--- config.mk ---
export PLATFORM = sky130hd
export DESIGN_NAME = max_scaled_bound_violation_top_flat
export DESIGN_NICKNAME = d
export VERILOG_FILES = /design/src/mbv_pkg.sv /design/src/mbv_req_if.sv /design/src/mbv_rsp_if.sv /design/src/max_scaled_bound_violation_top.sv /design/src/flat_wrapper.sv
export SDC_FILE = /design/constraint.sdc
export NUM_CORES = 2
export LEC_CHECK = 0
export ABC_AREA = 1
export BUFFER_PORTS_ARGS = -buffer_cell sky130_fd_sc_hd__buf_4
export CAP_MARGIN = 15
export CELL_PAD_IN_SITES_DETAIL_PLACEMENT = 1
export CELL_PAD_IN_SITES_GLOBAL_PLACEMENT = 2
export CORE_AREA = 2 2 361 452
export DETAILED_ROUTE_END_ITERATION = 10
export DIE_AREA = 0 0 363 454
export PLACE_DENSITY = 0.65
export SLEW_MARGIN = 10
export SYNTH_ARGS = -nofsm -noshare
export SYNTH_HDL_FRONTEND = slang
export SYNTH_SLANG_ARGS = --single-unit
--- constraint.sdc ---
create_clock -name i_clk -period 21.9 [get_ports i_clk]
set_input_delay 5.475 -clock i_clk [delete_from_list [all_inputs] [get_ports i_clk]]
set_output_delay 5.475 -clock i_clk [all_outputs]
set_load 0.05 [all_outputs]
--- src/mbv_pkg.sv ---
// ----------------------------------------------------------------------------
// mbv_pkg
// Types and constants for the scaled bound violation reducer.
// ----------------------------------------------------------------------------
package mbv_pkg;

    localparam int unsigned FRAC_BITS = 16;

    localparam logic OP_ELEM  = 1'b0;
    localparam logic OP_MERGE = 1'b1;

    typedef enum logic [1:0] {
        KIND_NONE  = 2'd0,
        KIND_EQUAL = 2'd1,
        KIND_LOWER = 2'd2,
        KIND_UPPER = 2'd3
    } t_kind;

    typedef enum logic [2:0] {
        ST_IDLE,
        ST_PREP,
        ST_DIV,
        ST_FIN,
        ST_UPD
    } t_state;

endpackage

--- src/mbv_req_if.sv ---
// ----------------------------------------------------------------------------
// mbv_req_if
// Request channel: element or partial result, valid/ready handshake.
// ----------------------------------------------------------------------------
interface mbv_req_if #(
    parameter int VALUE_WIDTH = 32,
    parameter int INDEX_WIDTH = 32
);
    logic                          valid;
    logic                          ready;
    logic                          opcode;
    logic                          start_req;
    logic                          last;
    logic [INDEX_WIDTH-1:0]        elem_index;
    logic signed [VALUE_WIDTH-1:0] value;
    logic signed [VALUE_WIDTH-1:0] lower;
    logic signed [VALUE_WIDTH-1:0] upper;
    logic signed [VALUE_WIDTH-1:0] part_viol;
    logic [1:0]                    part_type;

    modport source (
        output valid, opcode, start_req, last, elem_index, value, lower, upper,
               part_viol, part_type,
        input  ready
    );

    modport sink (
        input  valid, opcode, start_req, last, elem_index, value, lower, upper,
               part_viol, part_type,
        output ready
    );
endinterface

--- src/mbv_rsp_if.sv ---
// ----------------------------------------------------------------------------
// mbv_rsp_if
// Result channel: worst scaled violation, valid/ready handshake.
// ----------------------------------------------------------------------------
interface mbv_rsp_if #(
    parameter int VALUE_WIDTH = 32,
    parameter int INDEX_WIDTH = 32
);
    logic                          valid;
    logic                          ready;
    logic [VALUE_WIDTH-2:0]        best_viol;
    logic signed [VALUE_WIDTH-1:0] best_value;
    logic signed [VALUE_WIDTH-1:0] best_bound_value;
    logic [INDEX_WIDTH-1:0]        best_index;
    logic [1:0]                    best_type;

    modport source (
        output valid, best_viol, best_value, best_bound_value, best_index, best_type,
        input  ready
    );

    modport sink (
        input  valid, best_viol, best_value, best_bound_value, best_index, best_type,
        output ready
    );
endinterface

--- src/max_scaled_bound_violation_top.sv ---
// ----------------------------------------------------------------------------
// max_scaled_bound_violation_top
// Streams elements, keeps the largest violation scaled by 1/(1+|v|).
//
//  channel  | dir | handshake     | contents
//  ---------+-----+---------------+------------------------------------------
//  i_req    | in  | valid / ready | opcode, flags, index, value, bounds, part
//  o_rsp    | out | valid / ready | best viol, value, bound, index, type
//
// An element request passes through capture, operand prep, one quotient bit
// per cycle in two lockstep restoring dividers, saturation, then compare and
// update. A merge goes from capture straight to update.
// Reset clears the kept best and the output valid.
// A held result does not block new requests; only the update of a request
// marked last waits while the previous result is still unread.
// ----------------------------------------------------------------------------
module max_scaled_bound_violation_top
    import mbv_pkg::*;
#(
    parameter int VALUE_WIDTH = 32,
    parameter int INDEX_WIDTH = 32
) (
    input  logic   i_clk,
    input  logic   i_rst_n,
    mbv_req_if.sink   i_req,
    mbv_rsp_if.source o_rsp
);

    localparam int W  = VALUE_WIDTH;
    localparam int DW = VALUE_WIDTH + 1;
    localparam int CW = $clog2(VALUE_WIDTH + 1);
    localparam logic [DW-1:0] DEN_ONE = DW'(1) << FRAC_BITS;
    localparam logic [W-1:0]  LIM_POS = (W'(1) << (W - 1)) - W'(1);
    localparam logic [W-1:0]  LIM_NEG = W'(1) << (W - 1);

    t_state r_state, n_state;
    logic [CW-1:0] r_cnt;

    logic                   r_op, r_start, r_last;
    logic [INDEX_WIDTH-1:0] r_idx;
    logic [W-1:0]           r_val, r_lo, r_up, r_pv;
    logic [1:0]             r_pt;

    logic [DW-1:0] r_den;
    logic [DW-1:0] r_rem_l, r_rem_u;
    logic [W-1:0]  r_dvd_l, r_dvd_u;
    logic [W-1:0]  r_q_l, r_q_u;
    logic          r_neg_l, r_neg_u;
    logic [W-1:0]  r_vl, r_vu;

    logic [W-1:0]           r_max, r_wval, r_wbnd;
    logic [INDEX_WIDTH-1:0] r_widx;
    logic [1:0]             r_wkind;

    logic                   r_ov;
    logic [W-2:0]           r_o_viol;
    logic [W-1:0]           r_o_val, r_o_bnd;
    logic [INDEX_WIDTH-1:0] r_o_idx;
    logic [1:0]             r_o_type;

    function automatic logic [DW:0] div_step(input logic [DW-1:0] rem,
                                            input logic          bit_in,
                                            input logic [DW-1:0] den);
        logic [DW:0] rs;
        logic [DW:0] df;
        rs = {rem, bit_in};
        df = rs - {1'b0, den};
        if (rs >= {1'b0, den}) begin
            return {1'b1, df[DW-1:0]};
        end
        return {1'b0, rs[DW-1:0]};
    endfunction

    function automatic logic [W-1:0] sat_q(input logic [W-1:0] q, input logic neg);
        logic [W-1:0] lim;
        logic [W-1:0] qs;
        lim = neg ? LIM_NEG : LIM_POS;
        qs  = (q > lim) ? lim : q;
        return neg ? (W'(0) - qs) : qs;
    endfunction

    // operand prep
    logic [W-1:0]  absv;
    logic [DW-1:0] den_c;
    logic signed [W:0] v_x, lo_x, up_x;
    logic signed [W:0] dl_p, dl_n, du_p, du_n;
    logic          neg_l, neg_u;
    logic [W-1:0]  mag_l, mag_u;

    always_comb begin
        absv  = r_val[W-1] ? (W'(0) - r_val) : r_val;
        den_c = {1'b0, absv} + DEN_ONE;
        v_x   = {r_val[W-1], r_val};
        lo_x  = {r_lo[W-1], r_lo};
        up_x  = {r_up[W-1], r_up};
        dl_p  = lo_x - v_x;
        dl_n  = v_x - lo_x;
        du_p  = v_x - up_x;
        du_n  = up_x - v_x;
        neg_l = lo_x < v_x;
        neg_u = v_x < up_x;
        mag_l = neg_l ? dl_n[W-1:0] : dl_p[W-1:0];
        mag_u = neg_u ? du_n[W-1:0] : du_p[W-1:0];
    end

    logic [DW:0] st_l, st_u;
    assign st_l = div_step(r_rem_l, r_dvd_l[W-1], r_den);
    assign st_u = div_step(r_rem_u, r_dvd_u[W-1], r_den);

    // compare and update
    logic [W-1:0]           cur_max, cur_val, cur_bnd, m_c, cand, e_viol, e_bnd;
    logic [INDEX_WIDTH-1:0] cur_idx;
    logic [1:0]             cur_kind, e_kind;
    logic                   win, blocked;
    logic [W-1:0]           nx_max, nx_val, nx_bnd;
    logic [INDEX_WIDTH-1:0] nx_idx;
    logic [1:0]             nx_kind;

    always_comb begin
        cur_max  = r_start ? '0 : r_max;
        cur_val  = r_start ? '0 : r_wval;
        cur_bnd  = r_start ? '0 : r_wbnd;
        cur_idx  = r_start ? '0 : r_widx;
        cur_kind = r_start ? KIND_NONE : r_wkind;
        m_c      = ($signed(r_vl) > $signed(r_vu)) ? r_vl : r_vu;
        if ($signed(r_vl) > 0) begin
            e_kind = (r_lo == r_up) ? KIND_EQUAL : KIND_LOWER;
            e_viol = r_vl;
            e_bnd  = r_lo;
        end else begin
            e_kind = KIND_UPPER;
            e_viol = r_vu;
            e_bnd  = r_up;
        end
        cand = (r_op == OP_ELEM) ? m_c : r_pv;
        win  = ($signed(cand) > $signed(cur_max)) ||
               ((cand == cur_max) && (r_idx < cur_idx));
        nx_max  = cur_max;
        nx_val  = cur_val;
        nx_bnd  = cur_bnd;
        nx_idx  = cur_idx;
        nx_kind = cur_kind;
        if (win) begin
            nx_val = r_val;
            nx_idx = r_idx;
            if (r_op == OP_ELEM) begin
                nx_max  = e_viol;
                nx_bnd  = e_bnd;
                nx_kind = e_kind;
            end else begin
                nx_max  = r_pv;
                nx_bnd  = r_lo;
                nx_kind = r_pt;
            end
        end
        blocked = r_last && r_ov && !o_rsp.ready;
    end

    always_comb begin
        n_state = r_state;
        case (r_state)
            ST_IDLE: begin
                if (i_req.valid) begin
                    n_state = (i_req.opcode == OP_MERGE) ? ST_UPD : ST_PREP;
                end
            end
            ST_PREP: n_state = ST_DIV;
            ST_DIV: begin
                if (r_cnt == CW'(1)) begin
                    n_state = ST_FIN;
                end
            end
            ST_FIN: n_state = ST_UPD;
            ST_UPD: begin
                if (!blocked) begin
                    n_state = ST_IDLE;
                end
            end
            default: n_state = ST_IDLE;
        endcase
    end

    always_ff @(posedge i_clk) begin
        if (!i_rst_n) begin
            r_state <= ST_IDLE;
        end else begin
            r_state <= n_state;
        end
    end

    assign i_req.ready = (r_state == ST_IDLE);

    always_ff @(posedge i_clk) begin
        if (!i_rst_n) begin
            r_cnt <= '0;
        end else if (r_state == ST_PREP) begin
            r_cnt <= CW'(W);
        end else if (r_state == ST_DIV) begin
            r_cnt <= r_cnt - CW'(1);
        end
    end

    always_ff @(posedge i_clk) begin
        if (i_req.valid && i_req.ready) begin
            r_op    <= i_req.opcode;
            r_start <= i_req.start_req;
            r_last  <= i_req.last;
            r_idx   <= i_req.elem_index;
            r_val   <= i_req.value;
            r_lo    <= i_req.lower;
            r_up    <= i_req.upper;
            r_pv    <= i_req.part_viol;
            r_pt    <= i_req.part_type;
        end
    end

    always_ff @(posedge i_clk) begin
        case (r_state)
            ST_PREP: begin
                r_den   <= den_c;
                r_neg_l <= neg_l;
                r_neg_u <= neg_u;
                r_rem_l <= DW'(mag_l >> (W - FRAC_BITS));
                r_rem_u <= DW'(mag_u >> (W - FRAC_BITS));
                r_dvd_l <= mag_l << FRAC_BITS;
                r_dvd_u <= mag_u << FRAC_BITS;
                r_q_l   <= '0;
                r_q_u   <= '0;
            end
            ST_DIV: begin
                r_rem_l <= st_l[DW-1:0];
                r_rem_u <= st_u[DW-1:0];
                r_dvd_l <= {r_dvd_l[W-2:0], 1'b0};
                r_dvd_u <= {r_dvd_u[W-2:0], 1'b0};
                r_q_l   <= {r_q_l[W-2:0], st_l[DW]};
                r_q_u   <= {r_q_u[W-2:0], st_u[DW]};
            end
            ST_FIN: begin
                r_vl <= sat_q(r_q_l, r_neg_l);
                r_vu <= sat_q(r_q_u, r_neg_u);
            end
            default: begin
            end
        endcase
    end

    logic commit;
    assign commit = (r_state == ST_UPD) && !blocked;

    always_ff @(posedge i_clk) begin
        if (!i_rst_n) begin
            r_max   <= '0;
            r_wval  <= '0;
            r_wbnd  <= '0;
            r_widx  <= '0;
            r_wkind <= KIND_NONE;
        end else if (commit) begin
            r_max   <= nx_max;
            r_wval  <= nx_val;
            r_wbnd  <= nx_bnd;
            r_widx  <= nx_idx;
            r_wkind <= nx_kind;
        end
    end

    always_ff @(posedge i_clk) begin
        if (!i_rst_n) begin
            r_ov <= 1'b0;
        end else if (commit && r_last) begin
            r_ov <= 1'b1;
        end else if (o_rsp.ready) begin
            r_ov <= 1'b0;
        end
    end

    always_ff @(posedge i_clk) begin
        if (commit && r_last) begin
            r_o_viol <= nx_max[W-2:0];
            r_o_val  <= nx_val;
            r_o_bnd  <= nx_bnd;
            r_o_idx  <= nx_idx;
            r_o_type <= nx_kind;
        end
    end

    assign o_rsp.valid            = r_ov;
    assign o_rsp.best_viol        = r_o_viol;
    assign o_rsp.best_value       = r_o_val;
    assign o_rsp.best_bound_value = r_o_bnd;
    assign o_rsp.best_index       = r_o_idx;
    assign o_rsp.best_type        = r_o_type;

    a_kept_nonneg: assert property (@(posedge i_clk) disable iff (!i_rst_n)
        !r_max[W-1])
        else $error("kept violation went negative");

    a_rem_below_den: assert property (@(posedge i_clk) disable iff (!i_rst_n)
        (r_state == ST_DIV) |-> (r_rem_l < r_den) && (r_rem_u < r_den))
        else $error("divider remainder not below divisor");

    a_merge_skips_div: assert property (@(posedge i_clk) disable iff (!i_rst_n)
        (i_req.valid && i_req.ready && (i_req.opcode == OP_MERGE)) |=>
            (r_state == ST_UPD))
        else $error("merge request did not go straight to update");

    a_div_length: assert property (@(posedge i_clk) disable iff (!i_rst_n)
        (r_state == ST_FIN) |-> (r_cnt == '0))
        else $error("divider left before all quotient bits");

endmodule
--- src/flat_wrapper.sv ---
// flat-port wrapper written by rule: the top's interface ports become plain ports
module max_scaled_bound_violation_top_flat import mbv_pkg::*;
#(
    parameter int VALUE_WIDTH = 32,
    parameter int INDEX_WIDTH = 32
)
  (i_clk, i_rst_n, i_req_valid, i_req_opcode, i_req_start_req, i_req_last, i_req_elem_index, i_req_value, i_req_lower, i_req_upper, i_req_part_viol, i_req_part_type, i_req_ready, o_rsp_valid, o_rsp_best_viol, o_rsp_best_value, o_rsp_best_bound_value, o_rsp_best_index, o_rsp_best_type, o_rsp_ready);
  mbv_req_if #(.VALUE_WIDTH(VALUE_WIDTH), .INDEX_WIDTH(INDEX_WIDTH)) i_req_i ();
  mbv_rsp_if #(.VALUE_WIDTH(VALUE_WIDTH), .INDEX_WIDTH(INDEX_WIDTH)) o_rsp_i ();
  input  logic i_clk;
  input  logic i_rst_n;
  input wire logic [$bits(i_req_i.valid)-1:0] i_req_valid;
  input wire logic [$bits(i_req_i.opcode)-1:0] i_req_opcode;
  input wire logic [$bits(i_req_i.start_req)-1:0] i_req_start_req;
  input wire logic [$bits(i_req_i.last)-1:0] i_req_last;
  input wire logic [$bits(i_req_i.elem_index)-1:0] i_req_elem_index;
  input wire logic [$bits(i_req_i.value)-1:0] i_req_value;
  input wire logic [$bits(i_req_i.lower)-1:0] i_req_lower;
  input wire logic [$bits(i_req_i.upper)-1:0] i_req_upper;
  input wire logic [$bits(i_req_i.part_viol)-1:0] i_req_part_viol;
  input wire logic [$bits(i_req_i.part_type)-1:0] i_req_part_type;
  output wire logic [$bits(i_req_i.ready)-1:0] i_req_ready;
  output wire logic [$bits(o_rsp_i.valid)-1:0] o_rsp_valid;
  output wire logic [$bits(o_rsp_i.best_viol)-1:0] o_rsp_best_viol;
  output wire logic [$bits(o_rsp_i.best_value)-1:0] o_rsp_best_value;
  output wire logic [$bits(o_rsp_i.best_bound_value)-1:0] o_rsp_best_bound_value;
  output wire logic [$bits(o_rsp_i.best_index)-1:0] o_rsp_best_index;
  output wire logic [$bits(o_rsp_i.best_type)-1:0] o_rsp_best_type;
  input wire logic [$bits(o_rsp_i.ready)-1:0] o_rsp_ready;
  assign i_req_i.valid = i_req_valid;
  assign i_req_i.opcode = i_req_opcode;
  assign i_req_i.start_req = i_req_start_req;
  assign i_req_i.last = i_req_last;
  assign i_req_i.elem_index = i_req_elem_index;
  assign i_req_i.value = i_req_value;
  assign i_req_i.lower = i_req_lower;
  assign i_req_i.upper = i_req_upper;
  assign i_req_i.part_viol = i_req_part_viol;
  assign i_req_i.part_type = i_req_part_type;
  assign i_req_ready = i_req_i.ready;
  assign o_rsp_valid = o_rsp_i.valid;
  assign o_rsp_best_viol = o_rsp_i.best_viol;
  assign o_rsp_best_value = o_rsp_i.best_value;
  assign o_rsp_best_bound_value = o_rsp_i.best_bound_value;
  assign o_rsp_best_index = o_rsp_i.best_index;
  assign o_rsp_best_type = o_rsp_i.best_type;
  assign o_rsp_i.ready = o_rsp_ready;
  max_scaled_bound_violation_top #(.VALUE_WIDTH(VALUE_WIDTH), .INDEX_WIDTH(INDEX_WIDTH)) u_core (.i_clk(i_clk), .i_rst_n(i_rst_n), .i_req(i_req_i), .o_rsp(o_rsp_i));
endmodule
==> results.md <==
- VDD sags by at most between 0.07 and 0.08 mV.
- The overall fraction of global-route tracks in use is a little under a quarter.
- At the placement stage, the worst setup path has a slack of approximately 13 ns.
- Across the run, the number of max-cap violations was 0.
- The async set-or-reset flop fraction in the synthesized netlist is 0%.
- The half-perimeter wire length after detailed placement is about 150000 um.
- TritonCTS built the clock tree.
- The floorplan step set the die height to around 450 um.
- The number of cells on the worst reg-to-reg path is 26.
- The unique cell type count in the Yosys netlist is between 60 and 70.
- The count of cells resized by post-cts repair is 0.
- The first routing iteration left approximately 2400 violations.
- The top-area cell type share of the netlist area is about a third.
- The Yosys warning count is 0.
- The post-route setup TNS is 0 ns.
- The total CTS buffers is 84.
- At the pin with the least slew margin, the transition time is 1.08 ns.
- The final critical path time including I/O delays and setup is a little under 8 ns.
- The clock sink count is 695.
- The first global-routing pass estimated between 200000 and 300000 um of wire.
- In this run the worst hold path is classified as reg2reg.
- The clock root buffer master is clkbuf_16.
- The maximum level of the CTS H-tree is 3.
- The final design instance area without fill is 54900 um^2.
- The number of vias per cell is between 4 and 5.
- The largest driver fanout on the critical path is between 70 and 80.
- In this run the power density over the cells is approximately 110 nW/um^2.
- Summing every instance area after synthesis gives between 40000 and 50000 um^2.
- Between clock sinks in the finished design, the worst skew comes to a little over 0.08 ns.
- Post-CTS timing repair inserted 0 buffers for setup.
- Relative to the synthesized area, the layout overhead comes to 14.8%.
- The vias after detailed routing is approximately 42000.
- The category of the most critical setup path is in2reg.
- By count the netlist is led by 1467 x nand2_1, 872 x inv_1, 639 x nor2_1.
- The post-detailed-placement cell area is about 52000 um^2.
- The sum of internal, switching and leakage power is roughly 6.0 mW.
- The flop-to-flop setup slack is ~14 ns.
- The worst pin sits at a relative slew slack of around 28%.
- Data on the critical path arrives at its endpoint at 8.21 ns.
- The post-layout worst setup margin is around 14 ns.
- The remaining global-route overflow is 0.
- Entering global routing, the biggest net connects around 130 pins.
- The most frequent cell after synthesis is nand2_1.
- After synthesis, the cell types taking the most area are edfxtp_1 35%, nand2_1 12%, ha_1 9.3%.
- The worst register-to-register path begins at u_core.r_vu[22]$_DFFE_PP_.
- At the worst endpoint, the required time is roughly 22 ns.
- Once the floorplan was initialized, standard cells occupied 29.7% of the core.
- The width of the chip is between 300 and 400 um.
- In this run the worst setup path terminates at u_core.o_rsp.best_bound_value[9]$_DFFE_PP_.
- At the later pin of the worst-skew pair, clock insertion delay measures between 0.7 and 0.8 ns.
- The number of global-route vias before repair was between 40000 and 50000.
- The post-route clock period utilization is a little over a third.
- Sequential elements use slightly above 40% of the synthesized area.
- The first-pass detailed-route iteration total is 8.
- In the routed design, unresolved DRC markers number 0.
- The worst hold path begins at u_core.r_max[31]$_SDFFE_PN0P_.
- The ratio of cells with drive above 1 in the final layout is under 10%.
- The endpoint class of the critical path is a flop.
- The flow ran to the end, and the final reports show no timing, DRC or antenna violations.
- The final setup violation count is 0.
- At the end of routability-driven placement, the weighted congestion stood at just over 0.9.
- The clock passes through at most 3 buffers.
- The initial antenna violation count is 8.
- The endpoint of the most critical register-to-register path is u_core.o_rsp.best_value[13]$_DFFE_PP_.
- The row count is 165.
- Clock-pin slew was measured on the worst setup and hold paths at about 0.060 ns.
- Counting flops with a built-in enable in the synthesized netlist gives approximately 560.
- 300 I/O pins were placed.
- The total count of max-transition violations in the final report came to 0.
- The leakage component of the power is approximately 25 nW.
- The remaining antenna violation count is 0.
- The critical path starts at o_rsp_ready.
- The routed length per instance is around 22 um.
- The area inside the core boundary is between 150000 and 200000 um^2.
- The die covers about 160000 um^2.
- The total of hold buffers inserted after clock tree synthesis is 0.
- During placement, the flow inserted port buffers numbering 299.
- After synthesis, the mean cell area works out to between 7 and 8 um^2.
- Synthesis inferred between 600 and 700 register bits.
- The post-route core utilization is 34.2%.
- The final routed wirelength across all metal layers is 192000 um.
- Setup repair after global routing left no endpoint under its margin.
- The total number of nets in the final design is roughly 6900.
- The final hold violation count is 0.
- The primary flip-flop cell chosen by synthesis mapping is edfxtp_1.
- Synthesis produced a netlist whose cell count is roughly 6200.
- The cell accounting for the most synthesized area is edfxtp_1.
- The nature of the critical path startpoint is an input pin.
- The post-synthesis net count is just under 7000.
- The maximum clock rate is between 100 and 150 MHz.
-- how the worst min path moves through the flow --
stage	to	slack [ns]	depth (start not counted)
6_report	u_core.r_max[31]$_SDFFE_PN0P_	0.47	2
5_1_grt	u_core.r_max[31]$_SDFFE_PN0P_	0.49	2
3_3_place_gp	u_core.r_cnt[1]$_SDFFE_PP0P_	0.45	1
4_1_cts	u_core.r_max[31]$_SDFFE_PN0P_	0.47	2
2_1_floorplan	u_core.r_cnt[1]$_SDFFE_PP0P_	0.44	1
3_5_place_dp	u_core.r_max[31]$_SDFFE_PN0P_	0.46	2
-- layout by cell type (no fill, tap or decap), types with 23 or more instances in the layout --
cell	instances
inv_1	870
a31oi_1	47
buf_4	339
nand4_1	55
ha_1	357
nor2_1	635
o21bai_1	74
a21oi_1	461
nand2_1	1463
nand3_1	305
xor2_1	127
inv_2	24
dfxtp_1	140
o211ai_1	50
o21ai_0	440
clkbuf_16	84
nor4_1	23
nor3_1	38
nand2_2	28
xnor2_1	71
edfxtp_1	555
o21ai_1	29
-- where the power goes --
group          switching, mW  internal [mW]
logic                   1.87          0.741
registers              0.165           1.75
clock network          0.634          0.835
total                   2.67           3.33
-- routing by layer --
layer	GRT usage, %	vias to the layer above	routed length [um]
met5	0	-	0
met3	2.35	226	5750
met2	38.9	628	91600
met4	7.86	0	6680
li1	-	20800	-
met1	30.0	20600	87700
-- critical path, stage by stage --
cell and delay, ns:
buf_4 0.08, nor2_1 0.05, nand2_1 0.07, inv_1 0.07
nor2_4 0.09, inv_2 0.03, buf_4 0.35, nor2_4 0.16
buf_4 0.80, buf_4 0.77
-- flip-flops by register name (all words and copies together), names as in the netlist, 31 cells and up --
name                           cells
u_core.r_lo                       32
u_core.r_vl                       32
u_core.r_val                      32
u_core.r_den                      33
u_core.r_q_u                      32
u_core.r_max                      32
u_core.o_rsp.best_value           32
u_core.r_rem_l                    33
u_core.r_widx                     32
u_core.o_rsp.best_bound_value     32
u_core.r_pv                       32
u_core.o_rsp.best_index           32
u_core.r_wbnd                     32
u_core.r_vu                       32
u_core.r_rem_u                    33
u_core.o_rsp.best_viol            31
u_core.r_up                       32
u_core.r_q_l                      32
u_core.r_wval                     32
u_core.r_idx                      32
-- metrics by stage --
stage | hold slack [ns] | std cells
5_1_grt | 0.486 | 8563
4_1_cts | 0.469 | 8560
3_3_place_gp | 0.449 | 8406
3_5_place_dp | 0.459 | 8406
6_report | 0.467 | 8565
2_1_floorplan | 0.441 | 6212
-- kinds of logic after synthesis --
logic type | share of synthesized area, %
simple gates | 22.5
compound gates | 14.1
xor+xnor | 3.83
other cells | 0.00784
buf+inv | 9.29
flops | 40.7
fa+ha+maj | 9.59
-- area by class of cell --
type	instances	area (um^2)
multi-input cells	4386	24000
clock buffers	99	2190
fillers	19400	106000
well taps	2087	2610
diodes	4	10.0
clock inverters	55	684
flip-flops and latches	695	19500
inverters	898	3380
repair buffers	341	2580
Note: power is estimated with default switching activity, not from simulation.
